### config.mk
export PLATFORM = sky130hd
export DESIGN_NAME = cau_div_step
export DESIGN_NICKNAME = d
export VERILOG_FILES = /design/src/rtl/cau_pkg.sv /design/src/rtl/cau_div_step.sv
export SDC_FILE = /design/constraint.sdc
export NUM_CORES = 1
export LEC_CHECK = 0
export BUFFER_PORTS_ARGS = -buffer_cell sky130_fd_sc_hd__buf_2
export CORE_AREA = 2 2 339 341
export CTS_BUF_LIST = sky130_fd_sc_hd__clkbuf_4 sky130_fd_sc_hd__clkbuf_8
export CTS_CLUSTER_DIAMETER = 30
export DETAILED_ROUTE_END_ITERATION = 10
export DIE_AREA = 0 0 341 343
export SLEW_MARGIN = 25
export SYNTH_ARGS = -nofsm -noshare
export SYNTH_HDL_FRONTEND = slang
export SYNTH_SLANG_ARGS = --single-unit
### constraint.sdc
create_clock -name clock -period 9.22 [get_ports clock]
set_input_delay 0.461 -clock clock [delete_from_list [all_inputs] [get_ports clock]]
set_output_delay 0.461 -clock clock [all_outputs]
set_load 0.1 [all_outputs]
### src/rtl/cau_pkg.sv
package cau_pkg;

   // Word format of every operand and result part.
   localparam int WORD_BITS     = 32;
   localparam int FRAC_BITS_DEF = 16;

   // Widths of the internal products, sums and the doubled divisor.
   localparam int PROD_W = 2 * WORD_BITS;
   localparam int SUM_W  = 2 * WORD_BITS + 1;
   localparam int DEN_W  = 2 * WORD_BITS + 1;

   // Operation codes.
   typedef logic [2:0] op_type;
   localparam op_type OP_ADD = 3'd0;
   localparam op_type OP_SUB = 3'd1;
   localparam op_type OP_MUL = 3'd2;
   localparam op_type OP_DIV = 3'd3;
   localparam op_type OP_EQ  = 3'd4;
   localparam op_type OP_NE  = 3'd5;

   // Status codes.
   typedef logic [1:0] status_type;
   localparam status_type ST_OK  = 2'd0;
   localparam status_type ST_DZ  = 2'd1;
   localparam status_type ST_SAT = 2'd2;

   typedef struct packed {
      op_type                       op;
      logic signed [WORD_BITS-1:0]  a_re;
      logic signed [WORD_BITS-1:0]  a_im;
      logic signed [WORD_BITS-1:0]  b_re;
      logic signed [WORD_BITS-1:0]  b_im;
   } req_type;

   typedef struct packed {
      logic signed [WORD_BITS-1:0]  res_re;
      logic signed [WORD_BITS-1:0]  res_im;
      logic                         equal;
      status_type                   status;
   } rsp_type;

   // Output of the product and sum stages.
   typedef struct packed {
      logic                         valid;
      op_type                       op;
      logic [WORD_BITS:0]           sum_re;
      logic [WORD_BITS:0]           sum_im;
      logic                         same;
      logic [SUM_W-1:0]             num_re;
      logic [SUM_W-1:0]             num_im;
      logic [PROD_W-1:0]            den;
   } front_type;

   // Control that travels alongside the quotient pipeline.
   typedef struct packed {
      logic                         valid;
      logic                         is_div;
      logic                         neg_re;
      logic                         neg_im;
      logic                         ovf_re;
      logic                         ovf_im;
      logic [DEN_W-1:0]             y;
      rsp_type                      pre;
   } div_ctl_type;

   typedef struct packed {
      logic [WORD_BITS-1:0]         val;
      logic                         sat;
   } sat_type;

   // Clamp a sign and magnitude to the signed word range.
   function automatic sat_type sat_word(input logic neg, input logic [SUM_W-1:0] mag);
      logic [SUM_W-1:0] lim;
      logic [SUM_W-1:0] m;
      sat_type          r;
      lim = SUM_W'(1) << (WORD_BITS - 1);
      if (!neg) begin
         lim = lim - SUM_W'(1);
      end
      r.sat = (mag > lim);
      m     = r.sat ? lim : mag;
      r.val = m[WORD_BITS-1:0];
      if (neg) begin
         r.val = -r.val;
      end
      return r;
   endfunction

endpackage

### src/rtl/cau_div_step.sv
module cau_div_step #(
   parameter int REM_W = 3 * cau_pkg::WORD_BITS + cau_pkg::FRAC_BITS_DEF + 2,
   parameter int SHIFT = 0
) (
   input  logic                          clock,
   input  logic                          reset,
   input  cau_pkg::div_ctl_type          in_ctl,
   input  logic [REM_W-1:0]              in_rem_re,
   input  logic [REM_W-1:0]              in_rem_im,
   input  logic [cau_pkg::WORD_BITS-1:0] in_quo_re,
   input  logic [cau_pkg::WORD_BITS-1:0] in_quo_im,
   output cau_pkg::div_ctl_type          out_ctl,
   output logic [REM_W-1:0]              out_rem_re,
   output logic [REM_W-1:0]              out_rem_im,
   output logic [cau_pkg::WORD_BITS-1:0] out_quo_re,
   output logic [cau_pkg::WORD_BITS-1:0] out_quo_im
);
   import cau_pkg::*;

   logic [REM_W-1:0]     dvs;
   logic                 ge_re, ge_im;
   logic [WORD_BITS-1:0] qbit;
   logic                 valid_ff;
   div_ctl_type          ctl_ff;
   logic [REM_W-1:0]     rem_re_ff, rem_im_ff, rem_re_in, rem_im_in;
   logic [WORD_BITS-1:0] quo_re_ff, quo_im_ff, quo_re_in, quo_im_in;

   // One quotient bit per lane: trial subtract of the shifted divisor.
   assign dvs   = REM_W'(in_ctl.y) << SHIFT;
   assign qbit  = WORD_BITS'(1) << SHIFT;
   assign ge_re = (in_rem_re >= dvs);
   assign ge_im = (in_rem_im >= dvs);

   always_comb begin
      rem_re_in = ge_re ? in_rem_re - dvs : in_rem_re;
      rem_im_in = ge_im ? in_rem_im - dvs : in_rem_im;
      quo_re_in = ge_re ? (in_quo_re | qbit) : in_quo_re;
      quo_im_in = ge_im ? (in_quo_im | qbit) : in_quo_im;
   end

   always_ff @(posedge clock) begin
      if (reset) begin
         valid_ff <= 1'b0;
      end else begin
         valid_ff <= in_ctl.valid;
      end
   end

   always_ff @(posedge clock) begin
      ctl_ff    <= in_ctl;
      rem_re_ff <= rem_re_in;
      rem_im_ff <= rem_im_in;
      quo_re_ff <= quo_re_in;
      quo_im_ff <= quo_im_in;
   end

   always_comb begin
      out_ctl       = ctl_ff;
      out_ctl.valid = valid_ff;
   end

   assign out_rem_re = rem_re_ff;
   assign out_rem_im = rem_im_ff;
   assign out_quo_re = quo_re_ff;
   assign out_quo_im = quo_im_ff;

endmodule

== Word-level counts from Yosys, hierarchy flattened ==
Index checks and enable logic that the tools add are counted.

* Add/sub/neg operators: 2
* $lt $le $gt $ge: 2
* Muxes and demuxes: 2

{| class="wikitable"
|+ Operators by type and width
! cell !! count
|-
| $ge 114x65->1 || 2
|-
| $mux 114 || 2
|-
| $sub 114x65->114 || 2
|}

* Register bits: 430
* Input bits: 432
* Output and inout port bits: 430
* Logic and storage cells: 23

== Logic depth before layout (Yosys ltp) ==
Gate-level depths: netlist (run 1).

* Word-level depth: 2
* Depth in mapped cells: 16

== Worst setup path before layout (run 1) ==
OpenSTA, ideal clock, no wires.

* Path type: input to register
* From: input in_rem_re[0]
* To: register rem_re_ff[110] (netlist: out_rem_re[110])
* Arrival time: 3600 ps
* Data required time: 9102 ps
* Setup slack: 5502 ps
* Stages: 14
* Path through: inv_1 -> ha_1 -> inv_1 -> fa_1 -> a21o_1 -> a221o_1 -> a221oi_1 -> o221ai_1 -> nand3_1 -> nand3_1 -> nand2b_1 -> nand3_1 -> or4b_2 -> xnor2_1

* Word-level cells in the longest chain between the ends: 2

{| class="wikitable"
|+ RTL lines
! what !! RTL line !! source
|-
| start, declared || cau_div_step.sv:8 || <nowiki>input logic [REM_W-1:0] in_rem_re,</nowiki>
|-
| $sub 114x65->114 / $ge 114x65->1 (equally long branches) || cau_div_step.sv:35, cau_div_step.sv:31 ||
|-
| $mux 114 * || cau_div_step.sv:35 || <nowiki>rem_re_in = ge_re ? in_rem_re - dvs : in_rem_re;</nowiki>
|-
| named net rem_re_in[110] || cau_div_step.sv:25 || <nowiki>logic [REM_W-1:0] rem_re_ff, rem_im_ff, rem_re_in, rem_im_in;</nowiki>
|-
| end signal, assigned || cau_div_step.sv:51 || <nowiki>rem_re_ff <= rem_re_in;</nowiki>
|-
| end, declared || cau_div_step.sv:25 ||
|}

Mark *: on every way through the listed nets, which the timed path passes. The rest lies on a longest branch.
A chain may end at the register's enable or synchronous reset.

== Final worst setup path (run 1) ==
* From: input in_ctl[76] (netlist name)
* To: register rem_re_ff[110] (netlist: out_rem_re[110])

* Word-level cells in the longest chain between the ends: 2

{| class="wikitable"
|+ RTL lines
! what !! RTL line !! source
|-
| start, declared || cau_div_step.sv:7 || <nowiki>input cau_pkg::div_ctl_type in_ctl,</nowiki>
|-
| $sub 114x65->114 / $ge 114x65->1 (equally long branches) || cau_div_step.sv:35, cau_div_step.sv:31 ||
|-
| $mux 114 * || cau_div_step.sv:35 ||
|-
| named net rem_re_in[110] || cau_div_step.sv:25 ||
|}

Marks and branches as above.

==> results of run 1 <==
[cells by family (layout without fill, tap and decap cells)]
logic type	count (synthesis)	in the layout	synth area share
and+or+nand+nor	788	788	0.1838
buffers and inverters	200	1692	0.03993
xor gates and xnor gates	218	218	0.09121
adders and majority gates	132	132	0.07962
muxes	8	8	0.005738
other	0	15	0
DFF	430	430	0.4112
AOI/OAI and AO/OA	640	640	0.1885
[metrics by stage]
stage / utilization / worst slack, ps
global placement: 0.2367 / 3720
detailed placement: 0.2367 / 3651
finish: 0.3045 / 3282
floorplan: - / 5502
CTS: 0.3042 / 3491
global route: 0.3044 / 3027
[registers in the layout, summed over array words and instances, names as in the netlist]
| register | flops |
|---|---|
| out_rem_re | 114 |
| out_ctl | 137 |
| out_rem_im | 114 |
| out_quo_re | 32 |
| valid_ff | 1 |
| out_quo_im | 32 |
[cell usage in the layout, fill, tap and decap left out, types with 105 or more instances in the layout]
cell / instances
sky130_fd_sc_hd__xnor2_1: 127
sky130_fd_sc_hd__nor2_1: 252
sky130_fd_sc_hd__ha_1: 130
sky130_fd_sc_hd__dlygate4sd3_1: 461
sky130_fd_sc_hd__dfxtp_1: 430
sky130_fd_sc_hd__inv_1: 105
sky130_fd_sc_hd__a21oi_1: 281
sky130_fd_sc_hd__clkbuf_8: 155
sky130_fd_sc_hd__nand2_1: 200
sky130_fd_sc_hd__buf_2: 861
[where the power goes]
group	internal [W]	total [W]	switching, W
clock network	0.00189	0.00310	0.00121
registers	0.00207	0.00214	0.0000730
logic	0.000641	0.00293	0.00229
total	0.00460	0.00818	0.00358
[critical path, stage by stage]
cell                            delay (ps)
sky130_fd_sc_hd__dlygate4sd3_1         550
sky130_fd_sc_hd__buf_2                 130
sky130_fd_sc_hd__inv_1                  90
sky130_fd_sc_hd__ha_1                  420
sky130_fd_sc_hd__and4_1                310
sky130_fd_sc_hd__and3_1                280
sky130_fd_sc_hd__a21oi_1               100
sky130_fd_sc_hd__o21a_1                290
sky130_fd_sc_hd__nor4_1                580
sky130_fd_sc_hd__nor2_1                320
sky130_fd_sc_hd__o221ai_4              700
sky130_fd_sc_hd__buf_4                 520
sky130_fd_sc_hd__nand3_1               410
sky130_fd_sc_hd__or4b_2                740
sky130_fd_sc_hd__xnor2_1               150
sky130_fd_sc_hd__dlygate4sd3_1         550
[per-layer routing]
layer,GRT usage,vias to the layer above,routed length [um]
li1,-,11390,-
met1,0.2353,11190,50940
met2,0.3255,971,56140
met3,0.06073,224,8426
met4,0.09242,16,5363
met5,0,-,103
[cell type report]
| type | count | area (sq um) | share of cell area |
|---|---|---|---|
| Inverter | 105 | 394.1 | 0.01141 |
| Tap cell | 1512 | 1892 | 0.05477 |
| Clock inverter | 64 | 688.2 | 0.01992 |
| Multi-Input combinational cell | 1786 | 11520 | 0.3334 |
| Antenna cell | 15 | 37.54 | 0.001087 |
| Clock buffer | 184 | 2351 | 0.06807 |
| Timing Repair Buffer | 1339 | 9051 | 0.2621 |
| Sequential cell | 430 | 8608 | 0.2492 |
[worst min-delay path by stage]
| stage | to | depth (start not counted) |
|---|---|---|
| 2_1_floorplan | out_ctl[0]$_DFF_P_ | 0 |
| 3_3_place_gp | out_ctl[22]$_DFF_P_ | 1 |
| 3_5_place_dp | out_quo_re[29]$_DFF_P_ | 1 |
| 4_1_cts | out_ctl[27]$_DFF_P_ | 2 |
| 5_1_grt | out_ctl[53]$_DFF_P_ | 2 |
| 6_report | out_ctl[27]$_DFF_P_ | 2 |
==> results.md, run 1 <==
* Vertical extent of the die at 343 um
* Cell area after layout at 34540 sq um
* Net count after synthesis at 2980
* Post-Synthesis Mean Instance Area at 8.664 sq um
* Input/output buffers at between 800 and 900
* Routed Wire Length at 121000 um
* Main area contributors after synthesis: sky130_fd_sc_hd__dfxtp_1, sky130_fd_sc_hd__ha_1, sky130_fd_sc_hd__a21oi_1
* Relative slew margins at 0.3614
* Status: complete, no violations
* Top-count cell post-synth: sky130_fd_sc_hd__dfxtp_1
* Number of endpoints with negative hold slack in the final report at 0
* Clock buffer count from CTS at 134
* Cells after Synth at 2416
* Placed wire-length estimate after detailed placement at 98160 um
* Number of DRC violations after detailed routing at 0
* Minimum period implied by the final worst setup slack at 5938 ps
* Post-synth design cell area at 20930 sq um
* Post-synthesis to final-layout area growth at 65.00%
* Critical hold path startpoint: in_ctl[27]
* Area share of the largest cell type after synthesis at 0.4112
* CTS resizes at 0
* Number of buffers added to fix hold violations after cts at 461
* Initial Util at 0.1846
* Worst setup SP type: input port
* Floorplan die area at 117000 sq um
* Post-route insts no fill at between 5000 and 6000
* Hold slack final at between 200 and 250 ps
* Clock H-tree levels at 4
* Fillers at 11960
* Total count of max-transition violations in the final report at 0
* Max FO, Critical Path at 46
* Most used flip-flop cell after synthesis: sky130_fd_sc_hd__dfxtp_1
* Path category of the worst min-delay check: input port to register
* Detailed router's first-iteration violation count at approximately 1400
* Via-per-instance ratio at 4.376
* Areal power density over the cells at 236.8 nW/um^2
* Maximum number of pins on one net before global-route repair at 86
* Number of optimization iterations in the first detailed-route pass at 5
* Worst IR drop on VDD at roughly 0.14 mV
* Yosys cell types at 80
* Part of the Yosys area used for sequential elements at 0.4112
* Post-DR wirelength/cell at ~22 um
* Std-Cell Rows at 124
* Proportion of layout cells with a drive suffix above 1 at 0.3007
* WP data arrival at 6630 ps
* FF+latch count, synth at 430
* TritonCTS clock tree: yes
* Buffers inserted by post-CTS timing repair at 0
* Kind of capture point of the worst setup path: register
* Remaining Overflow, GRT at 0
* Layout net count at 4360
* Transition time of the tightest slew-check pin at 957.9 ps
* Die width at between 300 and 400 um
* Unrepaired setup endpoints after global routing: no
* Number of sinks on the clock net at 430
* Synth cell count leaders: sky130_fd_sc_hd__dfxtp_1, sky130_fd_sc_hd__a21oi_1, sky130_fd_sc_hd__nor2_1, sky130_fd_sc_hd__nand2_1, sky130_fd_sc_hd__ha_1
* Worst Path Required at about 10000 ps
* Worst Path Class, Setup: input port to register
* Total Neg Setup Slack at 0 ps
* Max-Cap Viols at 0
* Final setup vio count at 0
* Synth area leader: sky130_fd_sc_hd__dfxtp_1
* Total power after layout at 0.008178 W
* Global-route wire length before repair at ~170000 um
* Highest attainable clock frequency at around 170 MHz
* Final critical-path share of the clock period at 0.6440
* Pleak at 15.78 nW
* Number of antenna violations at the first check in global routing at 30
* Warning count from the yosys run at 0
* Number of cells in the design after placement at 4711
* Timing endpoint of the critical path: out_rem_re[110]$_DFF_P_
* Core region area at 113400 sq um
* First element of the critical path: in_ctl[76]
* Share of synthesized registers carrying an async set or reset at 0
* Number of nets with antenna violations after routing at 0
* Number of enable-type register cells in the synthesized netlist at 0
* Number of top-level pins at between 800 and 900
* Number of vias in the routed layout at 23790
* Number of buffers between clock root and the deepest sink at 3
* Overall routing resource usage at 0.1979
* Area after detailed placement at about 27000 sq um
* Placer's final routability congestion estimate at 0.9164
* Buffer type at the clock tree root: sky130_fd_sc_hd__clkbuf_8
* Register clock-pin slew on the reported worst setup and hold paths at 60 ps
* Vias in the first global route at 24410
Power figures use the tool's default switching activity.
==> run 2, diff against run 1 <==
--- a/config.mk
+++ b/config.mk
@@ -5,12 +5,13 @@
 export SDC_FILE = /design/constraint.sdc
 export NUM_CORES = 1
 export LEC_CHECK = 0
+export ABC_AREA = 1
 export BUFFER_PORTS_ARGS = -buffer_cell sky130_fd_sc_hd__buf_2
-export CORE_AREA = 2 2 339 341
+export CORE_AREA = 2 2 333 335
 export CTS_BUF_LIST = sky130_fd_sc_hd__clkbuf_4 sky130_fd_sc_hd__clkbuf_8
 export CTS_CLUSTER_DIAMETER = 30
 export DETAILED_ROUTE_END_ITERATION = 10
-export DIE_AREA = 0 0 341 343
+export DIE_AREA = 0 0 335 337
 export SLEW_MARGIN = 25
 export SYNTH_ARGS = -nofsm -noshare
 export SYNTH_HDL_FRONTEND = slang
==> constraint.sdc (replaced) <==
create_clock -name clock -period 5.19 [get_ports clock]
set_input_delay 0.2595 -clock clock [delete_from_list [all_inputs] [get_ports clock]]
set_output_delay 0.2595 -clock clock [all_outputs]
set_load 0.1 [all_outputs]
==> run 2 against run 1 <==
  * Count of clock-buffer cells in the layout decreased by 36
  * Power increased by 87%
  * Area after synthesis increased by 38%
  * Flip-flop and latch count unchanged
  * Die area decreased by 3.5%
  * Critical endpoint is now out_rem_im[113]$_DFF_P_
  * Largest cell class unchanged
==> results.md, run 2 <==
* Initial Util at 0.2627 (+0.07813)
* Buffers inserted by post-CTS timing repair at 0 (unchanged)
* Synth area leader: sky130_fd_sc_hd__dfxtp_1
* GR Layer Usage met2 at 0.5290 (+0.2035)
* Input/output buffers at 861 (unchanged)
* Yosys cell types at 36 (-55%)
* Number of sinks on the clock net at 430 (unchanged)
* Max FO, Critical Path at 93 (+100%)
* Synth cell count leaders: sky130_fd_sc_hd__nand2_1, sky130_fd_sc_hd__inv_1, sky130_fd_sc_hd__nor2_1, sky130_fd_sc_hd__dfxtp_1, sky130_fd_sc_hd__nand3_1
* FF+latch count, synth at 430 (unchanged)
* Max-Cap Viols at 0 (unchanged)
* Share of synthesized registers carrying an async set or reset at 0 (unchanged)
* Cells after Synth at 4918 (+100%)
* Placer's final routability congestion estimate at 0.9930 (+8.4%)
* Via-per-instance ratio at 4.641 (+6.0%)
* Number of top-level pins at 862 (unchanged)
* Timing endpoint of the critical path: out_rem_im[113]$_DFF_P_
* Number of DRC violations after detailed routing at 0 (unchanged)
* Vertical extent of the die at 337 um (-1.7%)
* Minimum period implied by the final worst setup slack at 4333 ps
* Warning count from the yosys run at 0 (unchanged)
* Proportion of layout cells with a drive suffix above 1 at 0.1943 (-0.1064)
* Routed Wire Length at 185000 um (+53%)
* Number of buffers between clock root and the deepest sink at 3 (unchanged)
* Maximum number of pins on one net before global-route repair at 94 (+9.3%)
* Net count after synthesis at 5482 (+84%)
* WP data arrival at 5100 ps (-1530 ps)
* Core region area at 109600 sq um (-3.4%)
* TritonCTS clock tree: yes
* Unrepaired setup endpoints after global routing: no
* Post-Synthesis Mean Instance Area at 5.854 sq um (-32%)
* Total Neg Setup Slack at 0 ps (unchanged)
* Global-route wire length before repair at 251600 um (+51%)
* Post-synthesis to final-layout area growth at 46.57%
* Number of vias in the routed layout at 36490 (+53%)
* Worst Path Class, Setup: input port to register
* Post-synth design cell area at 28790 sq um (+38%)
* Number of flip-flops in the largest register at 137 (unchanged)
* Placed wire-length estimate after detailed placement at 158000 um (+61%)
* Number of endpoints with negative hold slack in the final report at 0 (unchanged)
* Number of antenna violations at the first check in global routing at 18 (-40%)
* Status: complete, no violations
* CP cell instances: dlygate4sd3_1 > buf_2 > inv_1 > ha_1 > nand2_1 > nor2_1 > inv_1 > nor2_1 > nand2_1 > nand2_1 > nand2_1 > nand3b_1 > nand2_1 > nand2_4 > clkinv_2 > buf_12 > a21oi_2 > dlygate4sd3_1
* Buffer type at the clock tree root: sky130_fd_sc_hd__clkbuf_8
* Floorplan die area at 112900 sq um (-3.5%)
* First element of the critical path: in_ctl[84]
* Number of enable-type register cells in the synthesized netlist at 0 (unchanged)
* Area share of the largest cell type after synthesis at 0.2990 (-0.1122)
* Die width at 335 um (-1.8%)
* Kind of capture point of the worst setup path: register
* Worst IR drop on VDD at 0.3944 mV (+180%)
* Final critical-path share of the clock period at 0.8348
* Hold slack final at 54.18 ps (-182.1 ps)
* Transition time of the tightest slew-check pin at 799.2 ps (-158.7 ps)
* Overall routing resource usage at 0.3141 (+0.1162)
* Worst Path Required at 5950 ps (-3970 ps)
* Remaining Overflow, GRT at 0 (unchanged)
* Met1 global-route usage at 0.3963 (+0.1610)
* Top-count cell post-synth: sky130_fd_sc_hd__nand2_1
* Main area contributors after synthesis: sky130_fd_sc_hd__dfxtp_1, sky130_fd_sc_hd__nand2_1, sky130_fd_sc_hd__inv_1
* Detailed router's first-iteration violation count at 3228 (+120%)
* Post-DR wirelength/cell at 23.53 um (+5.7%)
* Most used flip-flop cell after synthesis: sky130_fd_sc_hd__dfxtp_1
* Highest attainable clock frequency at 230.8 MHz
* Worst setup SP type: input port
* Most Frequent Cell on Critical Path: sky130_fd_sc_hd__nand2_1
* Final setup vio count at 0 (unchanged)
* Part of the Yosys area used for sequential elements at 0.2990 (-0.1122)
* Number of nets with antenna violations after routing at 0 (unchanged)
* Most utilized layer in the global route result: met2
* Critical Path Slowest Stage Cell: sky130_fd_sc_hd__nand2_4
* Vias in the first global route at 35210 (+44%)
* Clock buffer count from CTS at 120 (-10%)
* Clock H-tree levels at 3 (-1)
* Register clock-pin slew on the reported worst setup and hold paths at 70 ps (about the same)
* Commonest cells after routing, fill and taps aside: sky130_fd_sc_hd__nand2_1, sky130_fd_sc_hd__inv_1, sky130_fd_sc_hd__buf_2
* Number of optimization iterations in the first detailed-route pass at 6 (+1)
* Most common cell after layout, fill and taps aside: sky130_fd_sc_hd__nand2_1
* Std-Cell Rows at 122 (-1.6%)
* Utilization after layout at 0.3850 (+0.08050)
* Pleak at 23.09 nW (+46%)
* Worst stage delay on the critical path at 610 ps (-130 ps)
* Layout net count at 6885 (+58%)
* Areal power density over the cells at 361.6 nW/um^2 (+53%)
* Grt met3 use at 0.05240 (-0.008331)
* Relative slew margins at 0.4616 (+0.1002)
* Path category of the worst min-delay check: input port to register
* Total count of max-transition violations in the final report at 0 (unchanged)
==> run 2: cell type report <==
| cell class | instances | area (sq um) |
|---|---|---|
| repair buffers | 1320 | 8916 |
| fillers | 11950 | 67400 |
| clock inverters | 77 | 1030 |
| clock buffers | 148 | 1962 |
| inverters | 960 | 3606 |
| flip-flops and latches | 430 | 8608 |
| well taps | 1426 | 1784 |
| multi-input cells | 3489 | 16260 |
| diodes | 12 | 30.03 |
==> run 2: what timing repair did <==
action | 4_1_cts | 5_1_grt
setup endpoints to repair | 0 | 0
hold buffers | 449 | 0
gates resized for setup | 0 | 0
hold endpoints to repair | 429 | 0
==> run 2: how the worst min path moves through the flow <==
stage | from | endpoint | slack (ps) | depth (start not counted)
global route | in_quo_re[29] | out_quo_re[29]$_DFF_P_ | 30 | 2
finish | in_quo_re[29] | out_quo_re[29]$_DFF_P_ | 50 | 2
global placement | in_ctl[9] | out_ctl[9]$_DFF_P_ | 360 | 1
detailed placement | in_quo_re[29] | out_quo_re[29]$_DFF_P_ | 360 | 1
CTS | in_quo_re[29] | out_quo_re[29]$_DFF_P_ | 0.7 | 2
floorplan | in_ctl[0] | out_ctl[0]$_DFF_P_ | 290 | 0
==> run 2: kinds of logic after synthesis <==
| family | share of synthesized area |
|---|---|
| and+or+nand+nor | 0.4299 |
| AOI/OAI and AO/OA | 0.04819 |
| adders and majority gates | 0.05789 |
| DFF | 0.2990 |
| buffers and inverters | 0.1362 |
| xor gates and xnor gates | 0.02890 |
==> run 2: stage by stage <==
stage                     cell area [sq um]  std cells  setup slack, ps  power (W)
after global placement                34680       7176             1129   0.009339
after global routing                  42180       7853            700.6    0.01575
after floorplan                       28790       4918             3032   0.007698
final                                 42200       7862            857.4    0.01526
after CTS                             42170       7850             1021    0.01527
after detailed placement              34680       7176             1164   0.009312
==> run 2: worst max-delay path: cells and delay by family <==
family	cells	cell delay [ps]
AND/OR/NAND/NOR	9	2110
buffers and inverters	7	1980
adder cells (fa/ha/maj)	1	430
AO/OA/AOI/OAI	1	190
==> run 2: power breakdown <==
| group | internal, W | switching, W |
|---|---|---|
| sequential | 0.00366 | 0.000211 |
| clock | 0.00351 | 0.00213 |
| combinational | 0.00115 | 0.00460 |
==> run 2: per-layer routing <==
metal  wire [um]  vias up
met5          47        -
met2       85530     1665
li1            -    17610
met4        8289        8
met3       14480      287
met1       76610    16920
==> run 3, diff against run 2 <==
==> constraint.sdc (replaced) <==
create_clock -name clock -period 4 [get_ports clock]
set_input_delay 0.2 -clock clock [delete_from_list [all_inputs] [get_ports clock]]
set_output_delay 0.2 -clock clock [all_outputs]
set_load 0.1 [all_outputs]
==> run 3 against run 2 <==
  * Count of clock-buffer cells in the layout is 3 lower
  * Sequential share of layout area is 0.89 points lower
  * Power is 29% higher
  * Critical path type unchanged
  * Largest cell class unchanged
  * Highest routed layer unchanged
==> results.md, run 3 (synthesis results as in run 2) <==
* Number of endpoints with negative hold slack in the final report at 0 (unchanged)
* Transition time of the tightest slew-check pin at 870.5 ps (+71.32 ps)
* WP data arrival at 4680 ps (-420 ps)
* Worst setup SP type: input port
* Std-Cell Rows at 122 (unchanged)
* Proportion of layout cells with a drive suffix above 1 at 0.1920 (-0.002271)
* Pleak at 23.94 nW (+3.7%)
* Unrepaired setup endpoints after global routing: no
* Status: complete, no violations
* Detailed router's first-iteration violation count at 3216 (-0.37%)
* Most utilized layer in the global route result: met2
* Clock H-tree levels at 3 (unchanged)
* Initial Util at 0.2627 (unchanged)
* Vertical extent of the die at 337 um (unchanged)
* Clock buffer count from CTS at 116 (-3.3%)
* Grt met3 use at 0.06120 (+0.008800)
* Vias in the first global route at 36300 (+3.1%)
* TritonCTS clock tree: yes
* Utilization after layout at 0.4026 (+0.01753)
* Register clock-pin slew on the reported worst setup and hold paths at 60 ps (about the same)
* Number of buffers between clock root and the deepest sink at 3 (unchanged)
* Post-synthesis to final-layout area growth at 53.24%
* Met1 global-route usage at 0.3951 (-0.001227)
* Highest attainable clock frequency at 255.6 MHz
* Buffer type at the clock tree root: sky130_fd_sc_hd__clkbuf_8
* Placer's final routability congestion estimate at 1.048 (+5.5%)
* Number of antenna violations at the first check in global routing at 28 (+10)
* Worst Path Class, Setup: input port to register
* Number of sinks on the clock net at 430 (unchanged)
* Total count of max-transition violations in the final report at 0 (unchanged)
* Number of vias in the routed layout at 37520 (+2.8%)
* Number of DRC violations after detailed routing at 0 (unchanged)
* Max FO, Critical Path at 4 (-96%)
* Path category of the worst min-delay check: input port to register
* Final critical-path share of the clock period at 0.9781
* Number of nets with antenna violations after routing at 0 (unchanged)
* Overall routing resource usage at 0.3179 (+0.003825)
* Areal power density over the cells at 446.1 nW/um^2 (+23%)
* Kind of capture point of the worst setup path: register
* Number of optimization iterations in the first detailed-route pass at 5 (-1)
* Die width at 335 um (unchanged)
* Total power after layout at 0.01968 W (+29%)
* Most common cell after layout, fill and taps aside: sky130_fd_sc_hd__nand2_1
* Input/output buffers at 861 (unchanged)
* Layout net count at 7089 (+3.0%)
* Remaining Overflow, GRT at 0 (unchanged)
* Via-per-instance ratio at 4.654 (+0.29%)
* Relative slew margins at 0.4135 (-0.04805)
* Maximum number of pins on one net before global-route repair at 67 (-29%)
* Minimum period implied by the final worst setup slack at 3912 ps
* Routed Wire Length at 186900 um (+1.1%)
* Placed wire-length estimate after detailed placement at 158600 um (+0.34%)
* Global-route wire length before repair at 255500 um (+1.6%)
* Final setup vio count at 0 (unchanged)
* Buffers inserted by post-CTS timing repair at 0 (unchanged)
* Worst Path Required at 4760 ps (-1190 ps)
* Post-DR wirelength/cell at 23.19 um (-1.4%)
* Fillers at 11890 (-0.49%)
* Number of flip-flops in the largest register at 137 (unchanged)
* Worst IR drop on VDD at 0.3785 mV (-4.0%)
* Number of top-level pins at 862 (unchanged)
* Core region area at 109600 sq um (unchanged)
* Max-Cap Viols at 0 (unchanged)
* GR Layer Usage met2 at 0.5262 (-0.002775)
* Commonest cells after routing, fill and taps aside: sky130_fd_sc_hd__nand2_1, sky130_fd_sc_hd__inv_1, sky130_fd_sc_hd__buf_2
* Total Neg Setup Slack at 0 ps (unchanged)
* Floorplan die area at 112900 sq um (unchanged)
-- run 3: cell types whose count changed in the layout (fill, tap and decap cells not counted), sizes merged --
cell	change
clkbuf	-3
clkinvlp	-4
buf	+30
dlygate4sd3	+178
diode	-1
clkinv	+3
bufinv	-3
-- run 3: per-stage QoR --
step                hold WS, ps  worst slack [ps]  instance area, sq um  instances
finish                    61.03             87.72                 44120       8062
global route              49.96             33.80                 44100       8054
CTS                       3.897             212.2                 44090       8051
detailed placement        303.6             728.7                 34950       7206
global placement          302.8             705.5                 34950       7206
floorplan                 227.7              1901                 28790       4918
-- run 3: layout make-up --
type,instances,area [sq um],area share
inverters,960,3606,0.08173
repair buffers,1528,10960,0.2484
well taps,1426,1784,0.04044
clock inverters,73,954.7,0.02164
clock buffers,145,1914,0.04339
diodes,11,27.53,0.0006239
flip-flops and latches,430,8608,0.1951
multi-input cells,3489,16270,0.3687
-- run 3: what timing repair did --
action	in CTS	in global routing
hold buffers	627	0
endpoints found under the hold margin	430	0
gates resized for setup	0	1
endpoints found under the setup margin	0	1
-- run 3: report_power, final --
group	switching [W]	leakage, nW	internal [W]	total, W
logic	0.00604	18.9	0.00165	0.00768
registers	0.000228	3.63	0.00475	0.00498
clock network	0.00273	1.41	0.00429	0.00702
total	0.00900	23.9	0.0107	0.0197
-- run 3: final timing paths --
check                        start  slack [ps]                 endpoint  depth (start not counted)
worst min-delay path  in_quo_re[8]          60    out_quo_re[8]$_DFF_P_                          2
worst max-delay path   in_ctl[112]          90  out_rem_im[113]$_DFF_P_                         18
-- run 3: metal layers --
layer | wire (um) | up-vias
met5 | 150 | -
li1 | - | 18040
met4 | 9402 | 24
met3 | 15080 | 326
met1 | 77060 | 17350
met2 | 85240 | 1790
-- run 3: critical path, cell delays in order --
cell and delay, ps:
sky130_fd_sc_hd__dlygate4sd3_1 520, sky130_fd_sc_hd__buf_2 130, sky130_fd_sc_hd__inv_1 80, sky130_fd_sc_hd__ha_1 470, sky130_fd_sc_hd__nand2_1 160, sky130_fd_sc_hd__nor2_1 550
sky130_fd_sc_hd__nand2_1 240, sky130_fd_sc_hd__inv_1 140, sky130_fd_sc_hd__nand2_1 120, sky130_fd_sc_hd__nor2_1 110, sky130_fd_sc_hd__nand2_1 60, sky130_fd_sc_hd__nand3_1 380
sky130_fd_sc_hd__nand2_1 130, sky130_fd_sc_hd__nand2_1 90, sky130_fd_sc_hd__nand2_1 50, sky130_fd_sc_hd__dlygate4sd3_1 570, sky130_fd_sc_hd__a21oi_2 110, sky130_fd_sc_hd__dlygate4sd3_1 550
